`src/bcf_pkg.sv`:
```
// Shared types and constants of the banded Cholesky factor block.
`timescale 1ns / 1ps
package bcf_pkg;

  localparam int FRAC_BITS  = 16;
  localparam int IDX_W      = 6;
  localparam int ORDER_W    = 16;
  localparam int BAND_W     = 4;
  localparam int CFG_IDX_W  = 2;
  localparam int CFG_DATA_W = 16;

  localparam logic [CFG_IDX_W-1:0] REG_MATRIX_ORDER = 2'd0;
  localparam logic [CFG_IDX_W-1:0] REG_BAND_LOWER   = 2'd1;

  typedef enum logic [3:0] {
    ST_RECV,
    ST_ROW,
    ST_MACQ,
    ST_MUL,
    ST_ACC,
    ST_SUB,
    ST_PIV,
    ST_SQRT,
    ST_DIV,
    ST_DIVW,
    ST_EMIT,
    ST_ERR,
    ST_NEXT
  } bcf_state_e;

  typedef struct packed {
    logic             buf_wr;
    logic             acc_clr;
    logic             rd_en;
    logic             mul_en;
    logic             acc_en;
    logic             sub_en;
    logic             sqrt_start;
    logic             div_start;
    logic             emit;
    logic             err;
    logic             last;
    logic [IDX_W-1:0] row;
    logic [IDX_W-1:0] gap;
    logic [IDX_W-1:0] slot;
  } bcf_cmd_t;

  typedef struct packed {
    logic v_pos;
    logic sqrt_done;
    logic div_done;
    logic out_free;
  } bcf_status_t;

endpackage

```
`src/bcf_ctrl.sv`:
```
// Controller: register file, column bookkeeping and sequencing state machine.
`timescale 1ns / 1ps
module bcf_ctrl #(
  parameter int MAX_BAND = 8
) (
  input  logic                               clk_i,
  input  logic                               rst_ni,
  input  logic                               cfg_we_i,
  input  logic [bcf_pkg::CFG_IDX_W-1:0]      cfg_index_i,
  input  logic [bcf_pkg::CFG_DATA_W-1:0]     cfg_data_i,
  input  logic                               in_valid_i,
  output logic                               in_ready_o,
  input  bcf_pkg::bcf_status_t               status_i,
  output bcf_pkg::bcf_cmd_t                  cmd_o
);
  import bcf_pkg::*;

  localparam logic [IDX_W-1:0] MB = IDX_W'(MAX_BAND);

  bcf_state_e           state_q, state_d;
  logic [ORDER_W-1:0]   order_q;
  logic [BAND_W-1:0]    band_q;
  logic [ORDER_W-1:0]   col_q, col_d;
  logic [IDX_W-1:0]     slot_q, slot_d;
  logic [IDX_W-1:0]     row_q, row_d;
  logic [IDX_W-1:0]     r_q, r_d;
  logic [IDX_W-1:0]     d_q, d_d;
  logic                 failed_q, failed_d;

  logic [ORDER_W-1:0]   n_w, rem_w;
  logic [IDX_W-1:0]     b_w, len_w, dmax_w, kslot_w;
  logic                 last_col_w, row_last_w, r_last_w, fits_w, adv_w, cfg_hit_w;

  assign n_w    = (order_q == '0) ? ORDER_W'(1) : order_q;
  assign b_w    = (IDX_W'(band_q) > MB) ? MB : IDX_W'(band_q);
  assign rem_w  = n_w - ORDER_W'(1) - col_q;
  assign len_w  = ((rem_w < ORDER_W'(b_w)) ? rem_w[IDX_W-1:0] : b_w) + IDX_W'(1);
  assign dmax_w = (col_q < ORDER_W'(b_w)) ? col_q[IDX_W-1:0] : b_w;
  assign kslot_w = (slot_q >= d_q) ? (slot_q - d_q) : (slot_q + MB - d_q);

  assign last_col_w = (col_q == n_w - ORDER_W'(1));
  assign row_last_w = (row_q + IDX_W'(1) >= len_w);
  assign r_last_w   = (r_q + IDX_W'(1) == len_w);
  assign fits_w     = ({1'b0, r_q} + {1'b0, d_q}) <= {1'b0, b_w};
  assign cfg_hit_w  = cfg_we_i
                      && (cfg_index_i == REG_MATRIX_ORDER || cfg_index_i == REG_BAND_LOWER);

  // Register file
  always_ff @(posedge clk_i or negedge rst_ni) begin
    if (!rst_ni) begin
      order_q <= ORDER_W'(1);
      band_q  <= '0;
    end else if (cfg_we_i) begin
      unique case (cfg_index_i)
        REG_MATRIX_ORDER: order_q <= cfg_data_i[ORDER_W-1:0];
        REG_BAND_LOWER:   band_q  <= cfg_data_i[BAND_W-1:0];
        default: ;
      endcase
    end
  end

  // Next state
  always_comb begin
    state_d = state_q;
    unique case (state_q)
      ST_RECV: if (in_valid_i && row_last_w && !failed_q) state_d = ST_ROW;
      ST_ROW:  state_d = ST_MACQ;
      ST_MACQ: begin
        if (d_q == '0) begin
          state_d = ST_SUB;
        end else if (fits_w) begin
          state_d = ST_MUL;
        end
      end
      ST_MUL:  state_d = ST_ACC;
      ST_ACC:  state_d = ST_MACQ;
      ST_SUB:  state_d = (r_q == '0) ? ST_PIV : ST_DIV;
      ST_PIV:  state_d = status_i.v_pos ? ST_SQRT : ST_ERR;
      ST_SQRT: if (status_i.sqrt_done) state_d = ST_EMIT;
      ST_DIV:  state_d = ST_DIVW;
      ST_DIVW: if (status_i.div_done) state_d = ST_EMIT;
      ST_EMIT: begin
        if (status_i.out_free) begin
          state_d = r_last_w ? ST_NEXT : ST_ROW;
        end
      end
      ST_ERR:  if (status_i.out_free) state_d = ST_NEXT;
      ST_NEXT: state_d = ST_RECV;
      default: state_d = ST_RECV;
    endcase
  end

  // Counters and column bookkeeping
  always_comb begin
    col_d    = col_q;
    slot_d   = slot_q;
    row_d    = row_q;
    r_d      = r_q;
    d_d      = d_q;
    failed_d = failed_q;
    adv_w    = 1'b0;
    case (state_q)
      ST_RECV: begin
        if (in_valid_i) begin
          if (row_last_w) begin
            row_d = '0;
            r_d   = '0;
            adv_w = failed_q;
          end else begin
            row_d = row_q + IDX_W'(1);
          end
        end
      end
      ST_ROW:  d_d = dmax_w;
      ST_MACQ: if (d_q != '0 && !fits_w) d_d = d_q - IDX_W'(1);
      ST_ACC:  d_d = d_q - IDX_W'(1);
      ST_EMIT: if (status_i.out_free && !r_last_w) r_d = r_q + IDX_W'(1);
      ST_ERR:  if (status_i.out_free) failed_d = 1'b1;
      ST_NEXT: adv_w = 1'b1;
      default: ;
    endcase
    if (adv_w) begin
      if (last_col_w) begin
        col_d    = '0;
        slot_d   = '0;
        failed_d = 1'b0;
      end else begin
        col_d  = col_q + ORDER_W'(1);
        slot_d = (slot_q == MB - IDX_W'(1)) ? '0 : slot_q + IDX_W'(1);
      end
    end
    if (cfg_hit_w) begin
      col_d    = '0;
      slot_d   = '0;
      row_d    = '0;
      failed_d = 1'b0;
    end
  end

  // Outputs
  always_comb begin
    cmd_o      = '0;
    in_ready_o = 1'b0;
    cmd_o.row  = r_q;
    cmd_o.gap  = d_q;
    cmd_o.slot = kslot_w;
    cmd_o.last = r_last_w;
    unique case (state_q)
      ST_RECV: begin
        in_ready_o    = 1'b1;
        cmd_o.row     = row_q;
        cmd_o.buf_wr  = in_valid_i && !failed_q;
      end
      ST_ROW:  cmd_o.acc_clr = 1'b1;
      ST_MACQ: cmd_o.rd_en = (d_q != '0) && fits_w;
      ST_MUL:  cmd_o.mul_en = 1'b1;
      ST_ACC:  cmd_o.acc_en = 1'b1;
      ST_SUB:  cmd_o.sub_en = 1'b1;
      ST_PIV:  cmd_o.sqrt_start = status_i.v_pos;
      ST_DIV:  cmd_o.div_start = 1'b1;
      ST_EMIT: begin
        cmd_o.slot = slot_q;
        cmd_o.emit = status_i.out_free;
      end
      ST_ERR:  cmd_o.err = status_i.out_free;
      ST_SQRT, ST_DIVW, ST_NEXT: ;
      default: ;
    endcase
  end

  always_ff @(posedge clk_i or negedge rst_ni) begin
    if (!rst_ni) begin
      state_q  <= ST_RECV;
      col_q    <= '0;
      slot_q   <= '0;
      row_q    <= '0;
      r_q      <= '0;
      d_q      <= '0;
      failed_q <= 1'b0;
    end else begin
      state_q  <= state_d;
      col_q    <= col_d;
      slot_q   <= slot_d;
      row_q    <= row_d;
      r_q      <= r_d;
      d_q      <= d_d;
      failed_q <= failed_d;
    end
  end

  a_row_idle: assert property (@(posedge clk_i) disable iff (!rst_ni)
    (state_q != ST_RECV) |-> (row_q == '0))
    else $error("row offset nonzero outside receive");

  a_col_range: assert property (@(posedge clk_i) disable iff (!rst_ni)
    (col_q < n_w) && (slot_q < MB))
    else $error("column index out of range");

  a_failed_idle: assert property (@(posedge clk_i) disable iff (!rst_ni)
    failed_q |-> (state_q == ST_RECV || state_q == ST_NEXT))
    else $error("computation running on a failed matrix");

endmodule

```
`config.mk`:
```
export PLATFORM = sky130hd
export DESIGN_NAME = bcf_ctrl
export DESIGN_NICKNAME = d
export VERILOG_FILES = /design/src/bcf_pkg.sv /design/src/bcf_ctrl.sv
export SDC_FILE = /design/constraint.sdc
export NUM_CORES = 1
export LEC_CHECK = 0
export ABC_AREA = 1
export BUFFER_PORTS_ARGS = -buffer_cell sky130_fd_sc_hd__buf_2
export CELL_PAD_IN_SITES_DETAIL_PLACEMENT = 1
export CELL_PAD_IN_SITES_GLOBAL_PLACEMENT = 1
export CORE_UTILIZATION = 48
export CTS_CLUSTER_DIAMETER = 60
export DETAILED_ROUTE_END_ITERATION = 8
export GPL_TIMING_DRIVEN = 0
export HOLD_SLACK_MARGIN = 0.06
export PLACE_DENSITY = 0.95
export SLEW_MARGIN = 10
export SYNTH_ARGS = -nofsm -noshare
export SYNTH_HDL_FRONTEND = slang
export SYNTH_SLANG_ARGS = --single-unit
export TNS_END_PERCENT = 30
```
`constraint.sdc`:
```
create_clock -name clk_i -period 15.25 [get_ports clk_i]
set_clock_uncertainty 0.1 [all_clocks]
set_input_delay 2.2875 -clock clk_i [delete_from_list [all_inputs] [get_ports clk_i]]
set_output_delay 2.2875 -clock clk_i [all_outputs]
set_load 0.02 [all_outputs]
```
Word level (Yosys, flattened, before mapping)
Cells that the tools add are included.
Storage, ports and cells
  flip-flop bits (word level): 65
  input port bits: 26
  output and inout bits: 30
  logic and storage cells: 136
Cells by class
  add/sub/neg operators: 12
  magnitude comparators: 6
  equality and inequality tests: 26
  muxes and demuxes: 54
  reduce and logical (&&, ||, !) cells: 29
Operators by type and width (count)
  6-bit 2-to-1 mux: 17
  16-bit 2-to-1 mux: 4
  4-bit 2-to-1 mux: 11
  4-bit case mux with 11 select lines: 1
  16-bit by 4-bit < comparator with 1-bit output: 2
  6-bit by 1-bit adder with 6-bit output (second input constant): 4
  4-bit equality test (second input constant): 5
  1-bit 2-to-1 mux: 18
  2-bit != test (second input constant): 9
  6-bit case mux with 3 select lines: 1
  16-bit by 1-bit adder with 16-bit output (second input constant): 1
  16-bit equality test: 1
  4-bit by 3-bit equality test with 1-bit output (second input constant): 4
  16-bit zero test: 1
  16-bit by 1-bit subtractor with 16-bit output (second input constant): 1
  16-bit subtractor: 1
  6-bit greater-or-equal comparator: 2
  6-bit zero test: 2
  6-bit case mux with 2 select lines: 1
  6-bit subtractor: 2
  4-bit by 2-bit equality test with 1-bit output (second input constant): 2
  2-bit AND reduction: 4
  2-bit nonzero test: 4
  6-bit by 6-bit adder with 7-bit output: 1
  other kinds (20): 28

Longest topological paths before layout
Gate-level depths: netlist of the first run.
  word-level depth: 13
  gate-level depth with buffers: 52
  depth with buffers taken out: 51

Least setup slack after synthesis of the first run
No wires, ideal clock.
  kind: flip-flop to output port
  start: reg order_q[0]
  end: out cmd_o[18] (netlist bit)
  arrival time: 4.405 ns
  required time: 12.863 ns
  path slack: 8.458 ns
  cell stages (with the launch flop): 39
  path buffers: 1
  cell sequence: dfstp_2 or2_4 nor2_4 a31o_2 nor2_1 inv_1 nor2_1 inv_1 nor2_1 inv_1 nor2_1 inv_1 nor2_1 nand4_1 xor2_1 ha_1 nand2_1 inv_1 [3 not listed] nand2_1 nand2_1 nand2_1 nor2_1 inv_1 nor2_4 nand4_4 nand2_2 nand2_4 ha_1 xnor2_1 nand2_1 nor2_2 nand3_2 nor2_4 nand3_2 inv_1 buf_4
On the way
  word-level cells in the longest chain between the ends: 8
RTL lines
  start, declared: line bcf_ctrl.sv:21  | logic [ORDER_W-1:0] order_q;
  start signal, assigned: line bcf_ctrl.sv:55  | REG_MATRIX_ORDER: order_q <= cfg_data_i[ORDER_W-1:0];
  16-bit zero test: line bcf_ctrl.sv:34  | assign n_w = (order_q == '0) ? ORDER_W'(1) : order_q;
  16-bit 2-to-1 mux *: line bcf_ctrl.sv:34
  16-bit by 1-bit subtractor with 16-bit output *: line bcf_ctrl.sv:36  | assign rem_w = n_w - ORDER_W'(1) - col_q;
  16-bit subtractor *: line bcf_ctrl.sv:36
  16-bit by 4-bit < comparator with 1-bit output: line bcf_ctrl.sv:37  | assign len_w = ((rem_w < ORDER_W'(b_w)) ? rem_w[IDX_W-1:0] : b_w) + IDX_W'(1);
  6-bit 2-to-1 mux *: line bcf_ctrl.sv:37
  6-bit by 1-bit adder with 6-bit output *: line bcf_ctrl.sv:37
  6-bit equality test *: line bcf_ctrl.sv:43  | assign r_last_w = (r_q + IDX_W'(1) == len_w);
  end, declared: line bcf_ctrl.sv:14  | output bcf_pkg::bcf_cmd_t cmd_o
Mark *: on every way between the ends. The rest lies on a longest branch, timed or not.

Worst setup path after layout of the first run
  start: reg order_q[4]
  end: out cmd_o[18] (netlist bit)
The elaborated chain is that of the path after synthesis.

==> reports/qor.csv, run 1 <==
stage,metric,value,unit
layout,n_diodes,0,
synthesis,Ys Warns,0,
synthesis,Post-synth ARST share,100,%
worst_hold_path,Hold Path Stages,2,
grt,largest net degree at the start of global routing,42,
synthesis,mean post-synth cell area,6.79,um2
grt,first-pass GRT wire length,34.0,mm
run_status,status,"complete, no violations",
worst_setup_path,worst-path fanout max,7,
job,Max-Cap Viols,0,
place,DP Worst Slack,7.41,ns
power_and_ir_drop,Leak Pwr,0.00384,uW
routing,WL/cell,18.1,um
timing,Final Max Slew Viols,0,
clock_tree,CTS root buf,clkbuf_16,
clock_tree,Worst-Skew Late Latency,0.35,ns
layout,Filler cells,1753,
place,DP Wirelength,15.6,mm
floorplanning,die height,117,um
floorplanning,Die X,117,um
worst_setup_path,Setup CP Type,reg2out,
power_and_ir_drop,clock power share,18.9,%
timing,fmax,0.117,GHz
power_and_ir_drop,pwr dens,147,nW/um2
clock_tree,post-CTS setup buffers,0,
timing,max_slew headroom,60.5,%
clock_tree,CTS tree,yes,
grt,vias in the first global route,6885,
power_and_ir_drop,Peak VDD IR,0.0000893,V
routing,Final ANT Viol Nets,0,
routing,Avg Vias per Cell,5.57,
routing,DR vias,6566,
worst_setup_path,CP Capture Type,output pin,
timing,TNS Setup,0,ns
timing,worst slew pin tran,0.590,ns
grt,initial antenna violation count,0,
worst_setup_path,Worst EP required,12.86,ns
clock_tree,number of clock sinks,65,
clock_tree,hold buffers post-CTS,0,
power_and_ir_drop,switching share of power,50.3,%
timing,Setup Viol. Count Final,0,
worst_setup_path,Critical Path Source Type,register,
layout,fraction of layout cells with a size suffix above 1,11.5,%
timing,Min Hold Slack,0.405,ns
power_and_ir_drop,Gate power share,59.1,%
power_and_ir_drop,NetSw,527,uW
synthesis,ys flop type,dfrtp_1,
synthesis,Yosys cell types,49,
synthesis,register bit count reported by yosys,65,
clock_tree,CTS Buffer Depth,2,
clock_tree,Resized Gates After CTS,0,
worst_setup_path,worst r2r path cells,45,
power_and_ir_drop,sequential power share,22.0,%
clock_tree,Worst-path clk slew,0.05,ns
floorplanning,I/O pin count,56,
clock_tree,cts bufs inserted,9,
routing,Remaining DRCs,0,
floorplanning,Die Footprint,13700,um2
floorplanning,core area,12800,um2
grt,grt ovf,0,
synthesis,Cells after Synth,936,
clock_tree,H-tree levels,3,
floorplanning,Rows,41,
timing,fin crit share,56.2,%
timing,Tmin final,8.57,ns
power_and_ir_drop,Pwr Total,1050,uW
timing,Fin. Hold Viols,0,
synthesis,portion of the post-synthesis area used by sequential elements,25.6,%
layout,Layout Nets,1091,
layout,area grow syn2layout,12.3,%
worst_hold_path,Hold WC Path Type,reg2reg,
worst_setup_path,WP data arrival,6.18,ns
synthesis,syn_nets,1024,
synthesis,Post-Syn Area,6350,um2
place,gp weighted congestion,0.912,
grt,Total Routing Usage GR,33.0,%
timing,setup ws final,6.68,ns
floorplanning,Starting Density,49.8,%
worst_setup_path,CP max stage delay,0.41,ns
routing,Detailed Route Iter0 Violations,409,
timing,RSZ-0062 raised after global routing,no,
routing,Pre-Repair DR Iteration Count,5,
routing,drt total wl,21.3,mm
synthesis,Post-synth EDFFs,0,
worst_setup_path,Crit-path slowest cell,dfrtp_1,
place,number of port buffers,55,
power_and_ir_drop,Int Pwr,520,uW
-- power groups by stage --
stage / clock, uW / combinational (uW) / sequential (uW)
finish: 198 / 619 / 231
global route: 205 / 689 / 234
CTS: 200 / 613 / 230
detailed placement: 0 / 592 / 232
global placement: 0 / 560 / 230
floorplan: 0 / 426 / 230
-- cell usage after synthesis, drive strengths merged, types with 7 or more instances --
library cell | instances | share of area (%)
nand2 | 227 | 14
inv | 180 | 11
nor2 | 99 | 6.7
nand3 | 74 | 6.3
dfrtp | 64 | 25
ha | 55 | 11
o21ai | 45 | 3.5
a21oi | 37 | 2.9
xor2 | 35 | 4.8
o22ai | 19 | 1.9
nand4 | 18 | 2.2
nor3 | 15 | 1.2
clkbuf | 9 | 0.53
fa | 7 | 2.2
-- critical path: cells and delay by family, from the launching register on --
kind | cells | cell delay, ns
flip-flops | 1 | 0.41
buffers and inverters | 9 | 0.88
AO/OA/AOI/OAI | 3 | 0.62
XOR/XNOR | 2 | 0.48
adder cells (fa/ha/maj) | 2 | 0.60
AND/OR/NAND/NOR | 23 | 2.82
-- worst paths after layout --
| kind | from | to | slack (ns) |
|---|---|---|---|
| setup / recovery | order_q[4]$_DFFE_PN0P_ | cmd_o[18] | 6.68 |
| hold / removal | order_q[0]$_DFFE_PN1P_ | order_q[0]$_DFFE_PN1P_ | 0.40 |
| setup reg to reg | order_q[4]$_DFFE_PN0P_ | slot_q[4]$_DFFE_PN0P_ | 7.70 |
| hold reg to reg | order_q[0]$_DFFE_PN1P_ | order_q[0]$_DFFE_PN1P_ | 0.40 |
| max in group asynchronous | rst_ni | col_q[2]$_DFFE_PN0P_ | 12.73 |
| min in group asynchronous | rst_ni | order_q[3]$_DFFE_PN0P_ | 1.75 |
-- sequential cells by signal (all words and copies together), names as in the netlist --
name / cells
band_q: 4
slot_q: 6
failed_q: 1
order_q: 16
state_q: 4
row_q: 6
col_q: 16
d_q: 6
r_q: 6
-- placed cells by master, fill, tap and decap left out, types with 2 or more instances in the layout --
cell / synthesis / routed
nand4_4: 2 / 2
ha_1: 55 / 55
inv_1: 176 / 176
o21ai_0: 45 / 45
nor3_1: 15 / 15
o22ai_1: 19 / 19
dfrtp_1: 64 / 64
nor4_1: 2 / 2
clkbuf_1: 9 / 9
inv_2: 4 / 4
xnor2_1: 6 / 6
nand2_1: 212 / 212
nand3_2: 6 / 6
o21a_1: 4 / 4
a21o_1: 2 / 2
xor2_1: 35 / 35
nand2_4: 6 / 6
o221ai_1: 3 / 3
buf_4: 2 / 3
nor2_4: 6 / 6
or2_2: 4 / 4
clkbuf_16: 0 / 9
nand3b_1: 2 / 2
nor2_2: 4 / 4
fa_1: 7 / 7
nor2_1: 89 / 89
a2111oi_0: 3 / 3
o211ai_1: 3 / 3
a22oi_1: 4 / 4
nand3_1: 68 / 68
a21oi_1: 37 / 37
nand4_1: 16 / 16
clkinv_2: 0 / 2
nand2_2: 9 / 9
buf_2: 0 / 54
clkbuf_8: 0 / 2
-- cell families after synthesis --
| logic type | Yosys count | share of synthesized area (%) |
|---|---|---|
| buffers and inverters | 192 | 11.5 |
| AO/OA/AOI/OAI | 129 | 11.9 |
| XOR/XNOR | 41 | 5.65 |
| other | 1 | 0.0590 |
| flip-flops | 65 | 25.6 |
| AND/OR/NAND/NOR | 446 | 32.3 |
| adder cells (fa/ha/maj) | 62 | 13.0 |
-- layout make-up --
class                   count  area (um2)  area share (%)
multi-input cells         679        4000            56.0
flip-flops and latches     65        1630            22.8
inverters                 181         679            9.52
repair buffers             56         298            4.17
clock buffers              11         253            3.54
well taps                 172         215            3.01
plain buffers              11        48.8           0.684
clock inverters             3        17.5           0.245
-- metal layers --
| metal | track usage (%) | part of all wire [%] |
|---|---|---|
| met2 | 58.2 | 50 |
| met1 | 39.4 | 43 |
| met4 | 16.9 | 3.4 |
| met5 | 0 | 0 |
| met3 | 4.53 | 3.5 |
-- through the flow --
| stage | instances | utilization [%] | area, um2 |
|---|---|---|---|
| after floorplan | 936 | - | 6350 |
| after global placement | 1163 | 53.6 | 6850 |
| after detailed placement | 1164 | 53.8 | 6870 |
| after CTS | 1178 | 55.9 | 7140 |
| after global routing | 1178 | 55.9 | 7140 |
| final | 1178 | 55.9 | 7140 |
Power figures use the tool's default switching activity.
==> run 2: changes to the inputs <==
--- a/config.mk
+++ b/config.mk
@@ -9,12 +9,12 @@
 export BUFFER_PORTS_ARGS = -buffer_cell sky130_fd_sc_hd__buf_2
 export CELL_PAD_IN_SITES_DETAIL_PLACEMENT = 1
 export CELL_PAD_IN_SITES_GLOBAL_PLACEMENT = 1
-export CORE_UTILIZATION = 48
+export CORE_UTILIZATION = 44
 export CTS_CLUSTER_DIAMETER = 60
 export DETAILED_ROUTE_END_ITERATION = 8
 export GPL_TIMING_DRIVEN = 0
 export HOLD_SLACK_MARGIN = 0.06
-export PLACE_DENSITY = 0.95
+export PLACE_DENSITY = 0.93
 export SLEW_MARGIN = 10
 export SYNTH_ARGS = -nofsm -noshare
 export SYNTH_HDL_FRONTEND = slang
==> constraint.sdc (replaced) <==
create_clock -name clk_i -period 9 [get_ports clk_i]
set_clock_uncertainty 0.1 [all_clocks]
set_input_delay 1.35 -clock clk_i [delete_from_list [all_inputs] [get_ports clk_i]]
set_output_delay 1.35 -clock clk_i [all_outputs]
set_load 0.02 [all_outputs]
==> run 2 against run 1 <==
Net effect: via count barely moved; combinational power is 68% higher; sequential share of layout area about the same; critical path depth grew 7; setup slack worse by 5.1 ns; clock power increased by 66%; critical path type is now reg2reg; highest routed layer unchanged.
==> reports/qor.csv, run 2 (synthesis gave the netlist of run 1 again) <==
stage,metric,value,unit
worst_setup_path,CP max stage delay,0.43,ns
layout,Layout Nets,1091,
clock_tree,Worst-path clk slew,0.06,ns
routing,Pre-Repair DR Iteration Count,7,
floorplanning,Starting Density,45.4,%
timing,Tmin final,7.38,ns
clock_tree,H-tree levels,3,
routing,WL/cell,17.0,um
worst_setup_path,WP data arrival,7.48,ns
job,Max-Cap Viols,0,
timing,fmax,0.136,GHz
worst_setup_path,Critical Path Source Type,register,
layout,most frequent cells in the layout,"nand2_1 (212), inv_1 (176), nor2_1 (89)",
grt,Total Routing Usage GR,28.5,%
timing,Final Max Slew Viols,0,
clock_tree,CTS root buf,clkbuf_16,
worst_setup_path,Crit-path slowest cell,clkbuf_1,
layout,"leading cell type in the layout, fill and taps excluded",nand2_1,
power_and_ir_drop,NetSw,887,uW
floorplanning,Die X,122,um
clock_tree,post-CTS setup buffers,0,
clock_tree,hold buffers post-CTS,0,
floorplanning,die height,122,um
layout,Filler cells,1932,
timing,fin crit share,82.0,%
layout,fraction of layout cells with a size suffix above 1,11.4,%
layout,area grow syn2layout,12.4,%
worst_setup_path,CP Capture Type,register,
layout,n_diodes,0,
power_and_ir_drop,Leak Pwr,0.00383,uW
grt,first-pass GRT wire length,33.0,mm
power_and_ir_drop,Int Pwr,876,uW
clock_tree,cts bufs inserted,9,
routing,DR vias,6567,
place,gp weighted congestion,0.891,
grt,grt ovf,0,
routing,drt total wl,20.2,mm
clock_tree,number of clock sinks,65,
floorplanning,Die Footprint,14900,um2
routing,Avg Vias per Cell,5.53,
layout,finished layout cell area,7140,um2
clock_tree,Resized Gates After CTS,0,
grt,largest net degree at the start of global routing,40,
routing,Remaining DRCs,0,
grt,initial antenna violation count,0,
layout,Largest regs,"col_q x16, order_q x16",
worst_setup_path,Worst EP required,9.10,ns
power_and_ir_drop,pwr dens,247,nW/um2
clock_tree,Worst-Skew Late Latency,0.35,ns
clock_tree,CTS tree,yes,
run_status,status,"complete, no violations",
clock_tree,CTS Buffer Depth,2,
power_and_ir_drop,switching share of power,50.3,%
worst_setup_path,Setup CP Type,reg2reg,
timing,Setup Viol. Count Final,0,
worst_hold_path,Hold WC Path Type,reg2reg,
worst_setup_path,worst-path fanout max,10,
timing,TNS Setup,0,ns
worst_setup_path,"most used cell, CP",nand2_1,
floorplanning,Rows,43,
routing,Final ANT Viol Nets,0,
place,number of port buffers,55,
timing,max_slew headroom,56.1,%
grt,vias in the first global route,6730,
timing,Fin. Hold Viols,0,
place,"Cell Area, Placed",6880,um2
power_and_ir_drop,clock power share,18.7,%
place,DP Wirelength,15.3,mm
timing,RSZ-0062 raised after global routing,no,
power_and_ir_drop,Peak VDD IR,0.000109,V
floorplanning,I/O pin count,56,
floorplanning,core area,14000,um2
routing,Detailed Route Iter0 Violations,425,
timing,worst slew pin tran,0.656,ns
power_and_ir_drop,sequential power share,22.1,%
power_and_ir_drop,Gate power share,59.2,%
==> run 2: cell count changes in the layout (fill, tap and decap cells not counted) <==
| cell | previous run | this run |
|---|---|---|
| clkbuf_1 | 9 | 11 |
| clkbuf_8 | 2 | 1 |
==> run 2: final cells by class <==
type                            count  area (um2)  area share, %
Clock buffer                       12         246           3.45
Tap cell                          180         225           3.15
Buffer                             11        48.8          0.683
Sequential cell                    65        1630           22.8
Multi-Input combinational cell    679        4000           56.0
Inverter                          181         679           9.51
Clock inverter                      3        17.5          0.245
Timing Repair Buffer               56         298           4.17
==> run 2: worst paths after layout <==
check	from	slack, ns	depth (start not counted)	endpoint
worst min register to register	band_q[1]$_DFFE_PN0P_	0.40	2	band_q[1]$_DFFE_PN0P_
min in group asynchronous	rst_ni	0.82	1	state_q[0]$_DFFE_PN0P_
worst min-delay path	band_q[1]$_DFFE_PN0P_	0.40	2	band_q[1]$_DFFE_PN0P_
worst max-delay path	order_q[10]$_DFFE_PN0P_	1.62	46	col_q[7]$_DFFE_PN0P_
worst max register to register	order_q[10]$_DFFE_PN0P_	1.62	46	col_q[7]$_DFFE_PN0P_
max in group asynchronous	rst_ni	7.35	2	order_q[0]$_DFFE_PN1P_
==> run 2: critical path, delay by kind of cell (launching register included) <==
kind	cells	cell delay, ns
buf+inv	9	1.07
fa+ha+maj	3	0.97
flops	1	0.41
compound gates	6	0.99
simple gates	28	3.64
==> run 2: metrics by stage <==
| stage | instances | util [%] | setup WS, ns | power, uW | hold slack [ns] |
|---|---|---|---|---|---|
| after global routing | 1187 | 51.1 | 1.03 | 1890 | 0.445 |
| after detailed placement | 1172 | 49.2 | 1.85 | 1400 | 0.386 |
| after global placement | 1171 | 49.0 | 2.06 | 1340 | 0.369 |
| after CTS | 1187 | 51.1 | 1.69 | 1760 | 0.400 |
| after floorplan | 936 | - | 3.15 | 1110 | 0.353 |
| final | 1187 | 51.1 | 1.62 | 1760 | 0.396 |
==> run 2: power by group through the flow <==
| stage | registers (uW) | logic [uW] | clock network [uW] |
|---|---|---|---|
| after floorplan | 389 | 722 | 0 |
| after global placement | 390 | 951 | 0 |
| after detailed placement | 393 | 1000 | 0 |
| after CTS | 389 | 1040 | 331 |
| after global routing | 396 | 1160 | 340 |
| final | 389 | 1040 | 329 |
==> run 2: routing by layer <==
layer  track usage (%)  part of all wire, %
met4              10.1                  2.1
met5                 0                    0
met2              48.9                   49
met3              3.42                  3.1
met1              36.5                   45
